$ cat src/rtl/core/tabw_pkg.sv
// Shared types, register indexes and constants of the texture addressing core.
package tabw_pkg;

  localparam int COORD_FRAC_BITS_DEF = 16;
  localparam int MAX_CANVAS_LOG2_DEF = 16;

  localparam int CFG_INDEX_W = 3;
  localparam int CFG_DATA_W  = 17;

  localparam logic [CFG_INDEX_W-1:0] REG_ADDR_MODE   = 3'd0;
  localparam logic [CFG_INDEX_W-1:0] REG_FILTER_MODE = 3'd1;
  localparam logic [CFG_INDEX_W-1:0] REG_CANVAS_W    = 3'd2;
  localparam logic [CFG_INDEX_W-1:0] REG_CANVAS_H    = 3'd3;
  localparam logic [CFG_INDEX_W-1:0] REG_TILE_W_LOG2 = 3'd4;
  localparam logic [CFG_INDEX_W-1:0] REG_TILE_H_LOG2 = 3'd5;

  localparam logic [3:0]  TILE_LOG2_MAX = 4'd12;
  localparam logic [3:0]  TILE_LOG2_RST = 4'd6;
  localparam logic [16:0] W_ONE         = 17'h10000;
  localparam logic [16:0] W_HALF        = 17'h08000;
  localparam logic [1:0]  CORNER_LAST   = 2'd3;

  typedef struct packed {
    logic signed [31:0] coord_u;
    logic signed [31:0] coord_v;
  } in_item_t;

  typedef struct packed {
    logic [15:0] tile_col;
    logic [15:0] tile_row;
    logic [11:0] texel_col;
    logic [11:0] texel_row;
    logic [16:0] weight;
    logic [1:0]  corner;
    logic        last;
  } out_item_t;

  // Load enables of the three front stages.
  typedef struct packed {
    logic s1_en;
    logic s2_en;
    logic s3_en;
  } stage_ctl_t;

endpackage

$ cat src/rtl/core/tabw_axis.sv
// One coordinate axis: address, scale by the canvas size, texel index and weight.
module tabw_axis import tabw_pkg::*; #(
  parameter int COORD_FRAC_BITS = COORD_FRAC_BITS_DEF,
  parameter int MAX_CANVAS_LOG2 = MAX_CANVAS_LOG2_DEF,
  parameter bit FLIP            = 1'b0
) (
  input  logic                       clk,
  input  stage_ctl_t                 ctl,
  input  logic signed [31:0]         coord,
  input  logic                       wrap,
  input  logic                       bilin,
  input  logic [MAX_CANVAS_LOG2:0]   size,
  output logic [MAX_CANVAS_LOG2-1:0] idx0,
  output logic [MAX_CANVAS_LOG2-1:0] idx1,
  output logic [15:0]                wfrac
);

  localparam int F = COORD_FRAC_BITS;
  localparam int M = MAX_CANVAS_LOG2;
  localparam int P = F + M + 2;
  localparam logic [33:0] ONE = 34'd1 << F;

  logic signed [33:0] c_ext;
  logic signed [33:0] pos;
  logic [F:0]         p_nxt;
  logic [F:0]         p_r;
  logic [M:0]         mul_op;
  logic [P-1:0]       prod_nxt;
  logic [P-1:0]       prod_r;
  logic [M:0]         size_m1;
  logic [M+1:0]       idx_raw;
  logic [M-1:0]       idx_cl;
  logic [M:0]         idx_inc;
  logic [M-1:0]       idx_far;
  logic [15:0]        frac_q16;
  logic [M-1:0]       idx0_r;
  logic [M-1:0]       idx1_r;
  logic [15:0]        wfrac_r;

  // Stage 1: flip when FLIP is set, then clamp to [0, one] or wrap into [0, one).
  assign c_ext = {{2{coord[31]}}, coord};
  assign pos   = FLIP ? ($signed(ONE) - c_ext) : c_ext;

  always_comb begin
    if (wrap) begin
      p_nxt = {1'b0, pos[F-1:0]};
    end else if (pos[33]) begin
      p_nxt = '0;
    end else if (pos > $signed(ONE)) begin
      p_nxt = ONE[F:0];
    end else begin
      p_nxt = pos[F:0];
    end
  end

  always_ff @(posedge clk) begin
    if (ctl.s1_en) begin
      p_r <= p_nxt;
    end
  end

  // Stage 2: scale by size in nearest mode, by size minus one in bilinear mode.
  assign size_m1  = size - 1'b1;
  assign mul_op   = bilin ? size_m1 : size;
  assign prod_nxt = P'(p_r) * P'(mul_op);

  always_ff @(posedge clk) begin
    if (ctl.s2_en) begin
      prod_r <= prod_nxt;
    end
  end

  // Stage 3: integer part gives the near texel, the fraction the far weight.
  assign idx_raw = prod_r[P-1:F];
  assign idx_cl  = (idx_raw > (M+2)'(size_m1)) ? size_m1[M-1:0] : idx_raw[M-1:0];
  assign idx_inc = {1'b0, idx_cl} + 1'b1;

  always_comb begin
    if (idx_inc > size_m1) begin
      idx_far = wrap ? '0 : size_m1[M-1:0];
    end else begin
      idx_far = idx_inc[M-1:0];
    end
  end

  generate
    if (F >= 16) begin : g_frac_trunc
      assign frac_q16 = prod_r[F-1 -: 16];
    end else begin : g_frac_ext
      assign frac_q16 = {prod_r[F-1:0], {(16-F){1'b0}}};
    end
  endgenerate

  always_ff @(posedge clk) begin
    if (ctl.s3_en) begin
      idx0_r  <= idx_cl;
      idx1_r  <= idx_far;
      wfrac_r <= frac_q16;
    end
  end

  assign idx0  = idx0_r;
  assign idx1  = idx1_r;
  assign wfrac = wfrac_r;

endmodule

$ cat src/rtl/core/tabw_emit.sv
// Corner sequencer: holds one texel neighborhood and issues one result beat a cycle while it holds one.
module tabw_emit import tabw_pkg::*; #(
  parameter int MAX_CANVAS_LOG2 = MAX_CANVAS_LOG2_DEF
) (
  input  logic                       clk,
  input  logic                       rst_n,
  input  logic                       in_vld,
  output logic                       take,
  input  logic [MAX_CANVAS_LOG2-1:0] x0,
  input  logic [MAX_CANVAS_LOG2-1:0] x1,
  input  logic [MAX_CANVAS_LOG2-1:0] y0,
  input  logic [MAX_CANVAS_LOG2-1:0] y1,
  input  logic [15:0]                wx1,
  input  logic [15:0]                wy1,
  input  logic                       bilin,
  input  logic [3:0]                 tile_w_log2,
  input  logic [3:0]                 tile_h_log2,
  output logic                       res_vld,
  output out_item_t                  res
);

  localparam int M = MAX_CANVAS_LOG2;

  logic         hold_vld_r, hold_vld_nxt;
  logic [1:0]   cnt_r, cnt_nxt;
  logic [M-1:0] x0_r, x1_r, y0_r, y1_r;
  logic [15:0]  wx1_r, wy1_r;
  logic         done;
  logic [M-1:0] xs, ys;
  logic [M-1:0] mask_x, mask_y;
  logic [16:0]  wa, wb;
  logic [33:0]  wprod;
  logic [33:0]  wsum;
  out_item_t    res_nxt;
  out_item_t    res_r;
  logic         res_vld_r;

  assign done = hold_vld_r & (~bilin | (cnt_r == CORNER_LAST));
  assign take = ~hold_vld_r | done;

  always_comb begin
    hold_vld_nxt = take ? in_vld : hold_vld_r;
    cnt_nxt      = take ? 2'd0 : cnt_r + 2'd1;
  end

  always_ff @(posedge clk) begin
    if (!rst_n) begin
      hold_vld_r <= 1'b0;
      cnt_r      <= 2'd0;
    end else begin
      hold_vld_r <= hold_vld_nxt;
      cnt_r      <= cnt_nxt;
    end
  end

  always_ff @(posedge clk) begin
    if (take && in_vld) begin
      x0_r  <= x0;
      x1_r  <= x1;
      y0_r  <= y0;
      y1_r  <= y1;
      wx1_r <= wx1;
      wy1_r <= wy1;
    end
  end

  // Bit 0 of the corner picks the right column, bit 1 the lower row.
  assign xs = cnt_r[0] ? x1_r : x0_r;
  assign ys = cnt_r[1] ? y1_r : y0_r;
  assign wa = cnt_r[0] ? {1'b0, wx1_r} : W_ONE - {1'b0, wx1_r};
  assign wb = cnt_r[1] ? {1'b0, wy1_r} : W_ONE - {1'b0, wy1_r};
  assign wprod = 34'(wa) * 34'(wb);
  assign wsum  = wprod + 34'(W_HALF);

  assign mask_x = ~({M{1'b1}} << tile_w_log2);
  assign mask_y = ~({M{1'b1}} << tile_h_log2);

  always_comb begin
    res_nxt.tile_col  = 16'(xs >> tile_w_log2);
    res_nxt.tile_row  = 16'(ys >> tile_h_log2);
    res_nxt.texel_col = 12'(xs & mask_x);
    res_nxt.texel_row = 12'(ys & mask_y);
    res_nxt.weight    = bilin ? wsum[32:16] : W_ONE;
    res_nxt.corner    = cnt_r;
    res_nxt.last      = done;
  end

  always_ff @(posedge clk) begin
    if (!rst_n) begin
      res_vld_r <= 1'b0;
    end else begin
      res_vld_r <= hold_vld_r;
    end
  end

  always_ff @(posedge clk) begin
    if (hold_vld_r) begin
      res_r <= res_nxt;
    end
  end

  assign res_vld = res_vld_r;
  assign res     = res_r;

endmodule

$ cat src/rtl/core/texture_address_bilinear_weights_core.sv
// Top level of the texture coordinate addressing and bilinear weight core.
//
//   channel  ports                              handshake
//   input    start, busy, in_data               beat taken when start and not busy
//   result   out_valid, out_data                one beat per cycle, no stall
//   config   cfg_valid, cfg_ready, cfg_index,   write when valid and ready
//            cfg_data
//
// Nearest mode takes one coordinate per cycle; in bilinear mode the corner
// sequencer, which issues one result per cycle, takes a new coordinate only
// as it issues the last of the four corners of the one it holds. Reset is
// synchronous and clears all valid bits and the registers to their
// defaults. The front stages stall behind the sequencer and busy rises when
// stage one cannot move.
module texture_address_bilinear_weights_core import tabw_pkg::*; #(
  parameter int COORD_FRAC_BITS = COORD_FRAC_BITS_DEF,
  parameter int MAX_CANVAS_LOG2 = MAX_CANVAS_LOG2_DEF
) (
  input  logic                   clk,
  input  logic                   rst_n,
  input  logic                   start,
  output logic                   busy,
  input  in_item_t               in_data,
  output logic                   out_valid,
  output out_item_t              out_data,
  input  logic                   cfg_valid,
  output logic                   cfg_ready,
  input  logic [CFG_INDEX_W-1:0] cfg_index,
  input  logic [CFG_DATA_W-1:0]  cfg_data
);

  localparam int M = MAX_CANVAS_LOG2;
  localparam logic [CFG_DATA_W-1:0] SIZE_MAX = CFG_DATA_W'(1) << M;

  logic         wrap_r;
  logic         bilin_r;
  logic [M:0]   size_w_r, size_h_r;
  logic [3:0]   tile_w_r, tile_h_r;
  logic [M:0]   size_wr;
  logic [3:0]   tile_wr;

  logic         s1_vld_r, s2_vld_r, s3_vld_r;
  logic         s1_free, s2_free, s3_free;
  logic         accept;
  logic         emit_take;
  stage_ctl_t   ctl;

  logic [M-1:0] x0, x1, y0, y1;
  logic [15:0]  wx1, wy1;

  // Sizes and tile shifts are saturated as they are written.
  always_comb begin
    if (cfg_data == '0) begin
      size_wr = (M+1)'(1);
    end else if (cfg_data > SIZE_MAX) begin
      size_wr = SIZE_MAX[M:0];
    end else begin
      size_wr = cfg_data[M:0];
    end
    tile_wr = (cfg_data[3:0] > TILE_LOG2_MAX) ? TILE_LOG2_MAX : cfg_data[3:0];
  end

  assign cfg_ready = 1'b1;

  always_ff @(posedge clk) begin
    if (!rst_n) begin
      wrap_r   <= 1'b0;
      bilin_r  <= 1'b0;
      size_w_r <= (M+1)'(256);
      size_h_r <= (M+1)'(256);
      tile_w_r <= TILE_LOG2_RST;
      tile_h_r <= TILE_LOG2_RST;
    end else if (cfg_valid && cfg_ready) begin
      unique case (cfg_index)
        REG_ADDR_MODE:   wrap_r   <= cfg_data[0];
        REG_FILTER_MODE: bilin_r  <= cfg_data[0];
        REG_CANVAS_W:    size_w_r <= size_wr;
        REG_CANVAS_H:    size_h_r <= size_wr;
        REG_TILE_W_LOG2: tile_w_r <= tile_wr;
        REG_TILE_H_LOG2: tile_h_r <= tile_wr;
        default: ;
      endcase
    end
  end

  assign s3_free = ~s3_vld_r | emit_take;
  assign s2_free = ~s2_vld_r | s3_free;
  assign s1_free = ~s1_vld_r | s2_free;
  assign busy    = ~s1_free;
  assign accept  = start & s1_free;

  assign ctl.s1_en = accept;
  assign ctl.s2_en = s2_free;
  assign ctl.s3_en = s3_free;

  always_ff @(posedge clk) begin
    if (!rst_n) begin
      s1_vld_r <= 1'b0;
      s2_vld_r <= 1'b0;
      s3_vld_r <= 1'b0;
    end else begin
      if (s1_free) s1_vld_r <= accept;
      if (s2_free) s2_vld_r <= s1_vld_r;
      if (s3_free) s3_vld_r <= s2_vld_r;
    end
  end

  tabw_axis #(
    .COORD_FRAC_BITS(COORD_FRAC_BITS),
    .MAX_CANVAS_LOG2(MAX_CANVAS_LOG2),
    .FLIP(1'b0)
  ) u_axis_u (
    .clk   (clk),
    .ctl   (ctl),
    .coord (in_data.coord_u),
    .wrap  (wrap_r),
    .bilin (bilin_r),
    .size  (size_w_r),
    .idx0  (x0),
    .idx1  (x1),
    .wfrac (wx1)
  );

  tabw_axis #(
    .COORD_FRAC_BITS(COORD_FRAC_BITS),
    .MAX_CANVAS_LOG2(MAX_CANVAS_LOG2),
    .FLIP(1'b1)
  ) u_axis_v (
    .clk   (clk),
    .ctl   (ctl),
    .coord (in_data.coord_v),
    .wrap  (wrap_r),
    .bilin (bilin_r),
    .size  (size_h_r),
    .idx0  (y0),
    .idx1  (y1),
    .wfrac (wy1)
  );

  tabw_emit #(
    .MAX_CANVAS_LOG2(MAX_CANVAS_LOG2)
  ) u_emit (
    .clk         (clk),
    .rst_n       (rst_n),
    .in_vld      (s3_vld_r),
    .take        (emit_take),
    .x0          (x0),
    .x1          (x1),
    .y0          (y0),
    .y1          (y1),
    .wx1         (wx1),
    .wy1         (wy1),
    .bilin       (bilin_r),
    .tile_w_log2 (tile_w_r),
    .tile_h_log2 (tile_h_r),
    .res_vld     (out_valid),
    .res         (out_data)
  );

endmodule

$ cat config.mk
export PLATFORM = sky130hd
export DESIGN_NAME = texture_address_bilinear_weights_core
export DESIGN_NICKNAME = d
export VERILOG_FILES = /design/src/rtl/core/tabw_pkg.sv /design/src/rtl/core/tabw_axis.sv /design/src/rtl/core/tabw_emit.sv /design/src/rtl/core/texture_address_bilinear_weights_core.sv
export SDC_FILE = /design/constraint.sdc
export NUM_CORES = 2
export LEC_CHECK = 0
export ABC_AREA = 1
export BUFFER_PORTS_ARGS = -buffer_cell sky130_fd_sc_hd__buf_2
export CELL_PAD_IN_SITES_DETAIL_PLACEMENT = 0
export CELL_PAD_IN_SITES_GLOBAL_PLACEMENT = 1
export CORE_MARGIN = 2
export CORE_UTILIZATION = 54
export DETAILED_ROUTE_END_ITERATION = 10
export PLACE_DENSITY_LB_ADDON = 0.1
export SLEW_MARGIN = 5
export SYNTH_ARGS = -nofsm -noshare
export SYNTH_HDL_FRONTEND = slang
export SYNTH_HIERARCHICAL = 1
export SYNTH_SLANG_ARGS = --single-unit
$ cat constraint.sdc
create_clock -name clk -period 11 [get_ports clk]
set_input_delay 1.1 -clock clk [delete_from_list [all_inputs] [get_ports clk]]
set_output_delay 1.1 -clock clk [all_outputs]
set_load 0.01 [all_outputs]
# Yosys cells after proc, flatten, opt, wreduce, memory -nomap -nowiden
# Index checks and enable logic that the tools add are counted.
[op_classes]
add_sub_neg = 9
n_mul = 3
magnitude_cmp = 8
n_eq_ne = 6
n_shift = 4
muxes = 21
bitwise = 18
reduce_logical = 12
[op_table]
columns = ["cell", "count"]
rows = [
  ["$mux 16", 12],
  ["$mux 17", 8],
  ["$mul 17x17->34", 2],
  ["$gt 18x17->1", 2],
  ["$add 16x1->17 const B", 2],
  ["$gt 17x17->1", 2],
  ["$gt 34x18->1 const B", 1],
  ["$sub 17x1->17 const B", 2],
  ["$sub 17x16->17 const A", 2],
  ["$add 33x16->33 const B", 1],
  ["$mul 17x17->33", 1],
  ["$sub 18x32->33 const A", 1],
  ["$gt 32x18->1 const B", 1],
  ["$shl 16x4->12 const A", 2],
  ["$shr 16x4->16", 2],
  ["$and 12x12->12", 2],
  ["$not 12->12", 2],
  ["$gt 17x17->1 const B", 1],
  ["$logic_not 17->1", 1],
  ["$reduce_and 2->1", 6],
  ["$not 1->1", 7],
  ["$eq 3x2->1 const B", 2],
  ["$eq 3x3->1 const B", 2],
  ["$reduce_or 2->1", 3],
  ["other kinds (9)", 14],
]
[totals]
ff_bits = 421
inputBits = 88
output_inout_bits = 79

# Logic depth before layout (Yosys ltp)
[depth]
word_depth = 8
mapped_depth = 39

# Cells and area by module
# Netlist, hierarchy kept.
[by_module_without_submodules]
columns = ["mod", "instances", "cells_each", "area_per_inst_um2", "seq_area_each_um2"]
rows = [
  ["tabw_emit", 1, 2085, 17860.9, 5245.0],
  ["tabw_axis (u_axis_v)", 1, 1988, 15920.3, 2972.9],
  ["tabw_axis (u_axis_u)", 1, 1785, 15097.0, 2972.9],
  ["texture_address_bilinear_weights_core", 1, 224, 1978.1, 940.9],
]

# Worst setup path after synthesis
# Ideal clock, no wire load.
[synth_path]
path_type = "flip-flop to output port"
from = "register u_emit.hold_vld_r"
to = "output port busy"
arrival_time_ns = 5.908
required_time_ns = 9.900
setup_slack_ns = 3.992
stages_incl_launch_ff = 9
path_cell_list = "dfxtp_1 -> inv_1 -> nor3_1 -> inv_1 -> inv_1 -> nand2_1 -> nor2_1 -> inv_1 -> nor2_1"
[synth_between]
elab_chain_len = 6
[synth_lines]
columns = ["element", "line", "source"]
rows = [
  ["start, declared", "tabw_emit.sv:24", "logic hold_vld_r, hold_vld_nxt;"],
  ["start signal, assigned", "tabw_emit.sv:51", "hold_vld_r <= hold_vld_nxt;"],
  ["$and 1x1->1 or $not 1->1 (tied branches)", "tabw_emit.sv:38, tabw_emit.sv:39", ""],
  ["$or 1x1->1 *", "tabw_emit.sv:39", "assign take = ~hold_vld_r | done;"],
  ["via emit_take", "texture_address_bilinear_weights_core.sv:45", "logic emit_take;"],
  ["$or 1x1->1 *", "texture_address_bilinear_weights_core.sv:86", "assign s3_free = ~s3_vld_r | emit_take;"],
  ["via s3_free", "texture_address_bilinear_weights_core.sv:43", "logic s1_free, s2_free, s3_free;"],
  ["$or 1x1->1 *", "texture_address_bilinear_weights_core.sv:87", "assign s2_free = ~s2_vld_r | s3_free;"],
  ["via s2_free", "texture_address_bilinear_weights_core.sv:43", ""],
  ["$or 1x1->1 *", "texture_address_bilinear_weights_core.sv:88", "assign s1_free = ~s1_vld_r | s2_free;"],
  ["$not 1->1 *", "texture_address_bilinear_weights_core.sv:89", "assign busy = ~s1_free;"],
  ["end, declared", "texture_address_bilinear_weights_core.sv:22", "output logic busy,"],
]
# The timed path passes the listed nets; every way through them passes the cells marked *.

# Worst setup path after layout
[layout_path]
from = "register size_w_r[0]"
to = "register u_axis_u.prod_r[30] (data pin)"
[layout_between]
elab_chain_len = 3
[layout_lines]
columns = ["element", "line", "source"]
rows = [
  ["start, declared", "texture_address_bilinear_weights_core.sv:37", "logic [M:0] size_w_r, size_h_r;"],
  ["start signal, assigned", "texture_address_bilinear_weights_core.sv:69", "size_w_r <= (M+1)'(256);"],
  ["start signal, assigned", "texture_address_bilinear_weights_core.sv:77", "REG_CANVAS_W: size_w_r <= size_wr;"],
  ["$sub 17x1->17", "tabw_axis.sv:63", "assign size_m1 = size - 1'b1;"],
  ["$mux 17 *", "tabw_axis.sv:64", "assign mul_op = bilin ? size_m1 : size;"],
  ["$mul 17x17->34 *", "tabw_axis.sv:65", "assign prod_nxt = P'(p_r) * P'(mul_op);"],
  ["via u_axis_u.prod_nxt[30]", "tabw_axis.sv:28", "logic [P-1:0] prod_nxt;"],
  ["end signal, assigned", "tabw_axis.sv:69", "prod_r <= prod_nxt;"],
  ["end, declared", "tabw_axis.sv:29", "logic [P-1:0] prod_r;"],
]
# Marked as above.
# A chain may end at the register's enable or synchronous reset.

==> summary.txt <==
Leakage power - 27.3 nW
Peak supply drop - 0.000192 V
Gr usage total - 29.9%
CTS tree - done
Final WS setup - 2880 ps
Top-count cell post-synth - nand2_1
Area Growth Syn to Fin - 6.70%
Yosys top cell area share - 26.4%
Setup bufs post-CTS - 0
Vias in the first global route - 40558
Top FF cell, synth - edfxtp_1
Fin. Hold Viols - 0
Synth cell count leaders - 1363 x nand2_1, 1272 x inv_1, 671 x fa_1
Status - complete, no violations
Clk pin slew, worst setup/hold paths - 60 ps
# hold bufs at CTS - 0
Startpoint types - register
Hold WC Path Type - reg2reg
Mux share of post-synthesis cell area - 0.197%
Worst Max-Slew Pin Slew - 1260 ps
Inserted Clock Buffers - 46
Starting Density - 54.5%
Final Cycle Share - 73.8%
Post-synth top area cell - fa_1
Resize count post-CTS - 0
Largest stage delay, worst path - 600 ps
Max-Cap Viols - 0
Final Max Tran Viols - 0
Critical-path top delay cell - inv_1
DRT Pass-1 Iters - 6
Drt wl/cell - 18.9 µm
EDFF count, synth - 370
Slew margin rel. - 15.0%
Crit Path Class - reg2reg
Post-layout minimum cycle time - 8120 ps
Routed Antenna Nets - 0
Synth unique cells - 66
I/O Pins - 167
First-pass GRT wire length - 225 mm
#FFs+latches synth - 421
Syn Inst Count - 6082
Yosys warning total - 6
DIE AREA - 96600 µm²
Port Buffers - 165
P per Cell Area - 180 nW/µm²
Max clock buf depth - 3
RSZ-0062 raised after global routing - false
Post-Synth Simple-Gate Area - 20.3%
WHS - 409 ps
CP required - 11330 ps
Final Power - 9.77 mW
Initial antenna violation count - 15
CP Max Fanout - 15
Average size of a mapped cell - 8.36 µm²
WP data arrival - 8450 ps
Final nets - 7341
Register area share after synthesis - 23.9%
Cell Area, Synth - 50900 µm²
# setup viols final - 0
Crit path max-delay family - adder cells
TNS Setup - 0 ps
Root Buffer - clkbuf_16
Drt drc - 0
Worst path most repeated cell - inv_1
CP Buf/Inv Count - 8
Final Non-Filler Cells - 7470
Hpwl dp - 116 mm
Async set-or-reset flop fraction in the synthesized netlist - 0%
Placed cell count - 7383
Fraction of final layout cells sized beyond drive strength 1 - 7.76%
Syn_nets - 7246
Gr ovfl total - 0
Largest family of logic cells by synthesized area - adder cells
Synth Area in Adders - 36.4%
Compound-cell area share of the yosys netlist - 5.34%
H-tree levels - 2
Via/cell ratio - 5.27
WL final - 141 mm
Row count - 112
Leading post-synthesis cells by cell area - fa_1 26%, edfxtp_1 22%, nand2_1 10%
Worst slack, placed - 2910 ps
Core Area - 93300 µm²
Highest Clock Rate - 123 MHz
Gpl congestion - 0.978
Post-Synth XOR/XNOR Area - 2.57%
Via count - 39352
Height of the die - 311 µm
Crit. End Element - register
Worst-skew pair later-pin latency - 630 ps
Clock skew - 51.2 ps
Sink Count - 421
Largest net degree at the start of global routing - 95
Die W - 311 µm
Initial DRC count - 2645
==> path summary, 6_finish.rpt <==
kind | from | endpoint | slack [ps] | depth (start not counted)
setup / recovery | size_w_r[0] | u_axis_u/prod_r[30] | 2880 | 30
hold / removal | u_axis_v/prod_r[13] | u_axis_v/wfrac[13] | 410 | 0
setup reg to reg | size_w_r[0] | u_axis_u/prod_r[30] | 2880 | 30
hold reg to reg | u_axis_v/prod_r[13] | u_axis_v/wfrac[13] | 410 | 0
==> cell usage in the layout, fill, tap and decap left out, drive strengths merged, types with 7 or more instances in the layout <==
cell type  count
a21boi         7
a21o          10
a21oi        191
and2          17
buf          200
clkbuf        58
clkinv        34
dfxtp         51
edfxtp       370
fa           671
ha           405
inv         1319
mux2i         10
nand2       1401
nand3        210
nand3b        15
nand4         27
nor2         720
nor3          44
nor4          12
o211ai        14
o21ai        225
o21bai        13
or2           18
xnor2         48
xor2          88
==> flip-flops by register name (all words and copies together), names as in the netlist, 4 cells and up <==
register / count
u_emit/wx1_r: 16
u_axis_v/p_r: 17
tile_w_r: 4
u_emit/y0_r: 16
u_axis_u/prod_r: 34
u_axis_u/p_r: 17
u_emit/x0_r: 16
u_axis_u/wfrac: 16
u_axis_u/idx0: 16
u_axis_v/wfrac: 16
u_axis_v/prod_r: 34
u_axis_v/idx0: 16
size_w_r: 17
u_emit/y1_r: 16
u_axis_u/idx1: 16
tile_h_r: 4
size_h_r: 17
u_emit/wy1_r: 16
u_emit/x1_r: 16
u_emit/res: 76
u_axis_v/idx1: 16
==> cell families after synthesis <==
group / after synthesis
buffers and inverters: 1485
other: 1
adders and majority gates: 1076
and+or+nand+nor: 2470
muxes: 10
xor gates and xnor gates: 136
DFF: 421
AOI/OAI and AO/OA: 483
==> final cells by class <==
cell class / instances / area (µm²)
Antenna cell: 4 / 10.0
Clock buffer: 58 / 1220
Clock inverter: 25 / 278
Fill cell: 8687 / 39100
Inverter: 1332 / 5000
Multi-Input combinational cell: 4176 / 33000
Sequential cell: 421 / 12100
Tap cell: 1254 / 1570
Timing Repair Buffer: 200 / 1090
==> power by group <==
part / internal [mW] / leakage [nW] / switching (mW)
Sequential: 2.19 / 4.20 / 0.154
Combinational: 1.91 / 22.4 / 3.98
Clock: 0.869 / 0.727 / 0.665
Total: 4.97 / 27.3 / 4.80
==> metal layers <==
metal | GRT usage, % | vias to the layer above | part of all wire, %
li1 | - | 18771 | -
met1 | 40.2 | 18959 | 42
met2 | 49.9 | 1346 | 47
met3 | 4.33 | 258 | 7.0
met4 | 9.64 | 18 | 3.4
met5 | 0 | - | 0.087
==> through the flow <==
stage / area (µm²) / utilization (%)
floorplan: 50900 / -
global placement: 52800 / 56.5
detailed placement: 52800 / 56.5
CTS: 54300 / 58.1
global route: 54300 / 58.1
finish: 54300 / 58.1
==> worst reg2reg max path: cells and delay by family, from the launching register on <==
kind	cells	cell delay (ps)
xor+xnor	2	470
compound gates	7	1330
flops	1	400
buf+inv	8	1200
fa+ha+maj	8	3760
simple gates	5	710
Power figures use the tool's default switching activity.
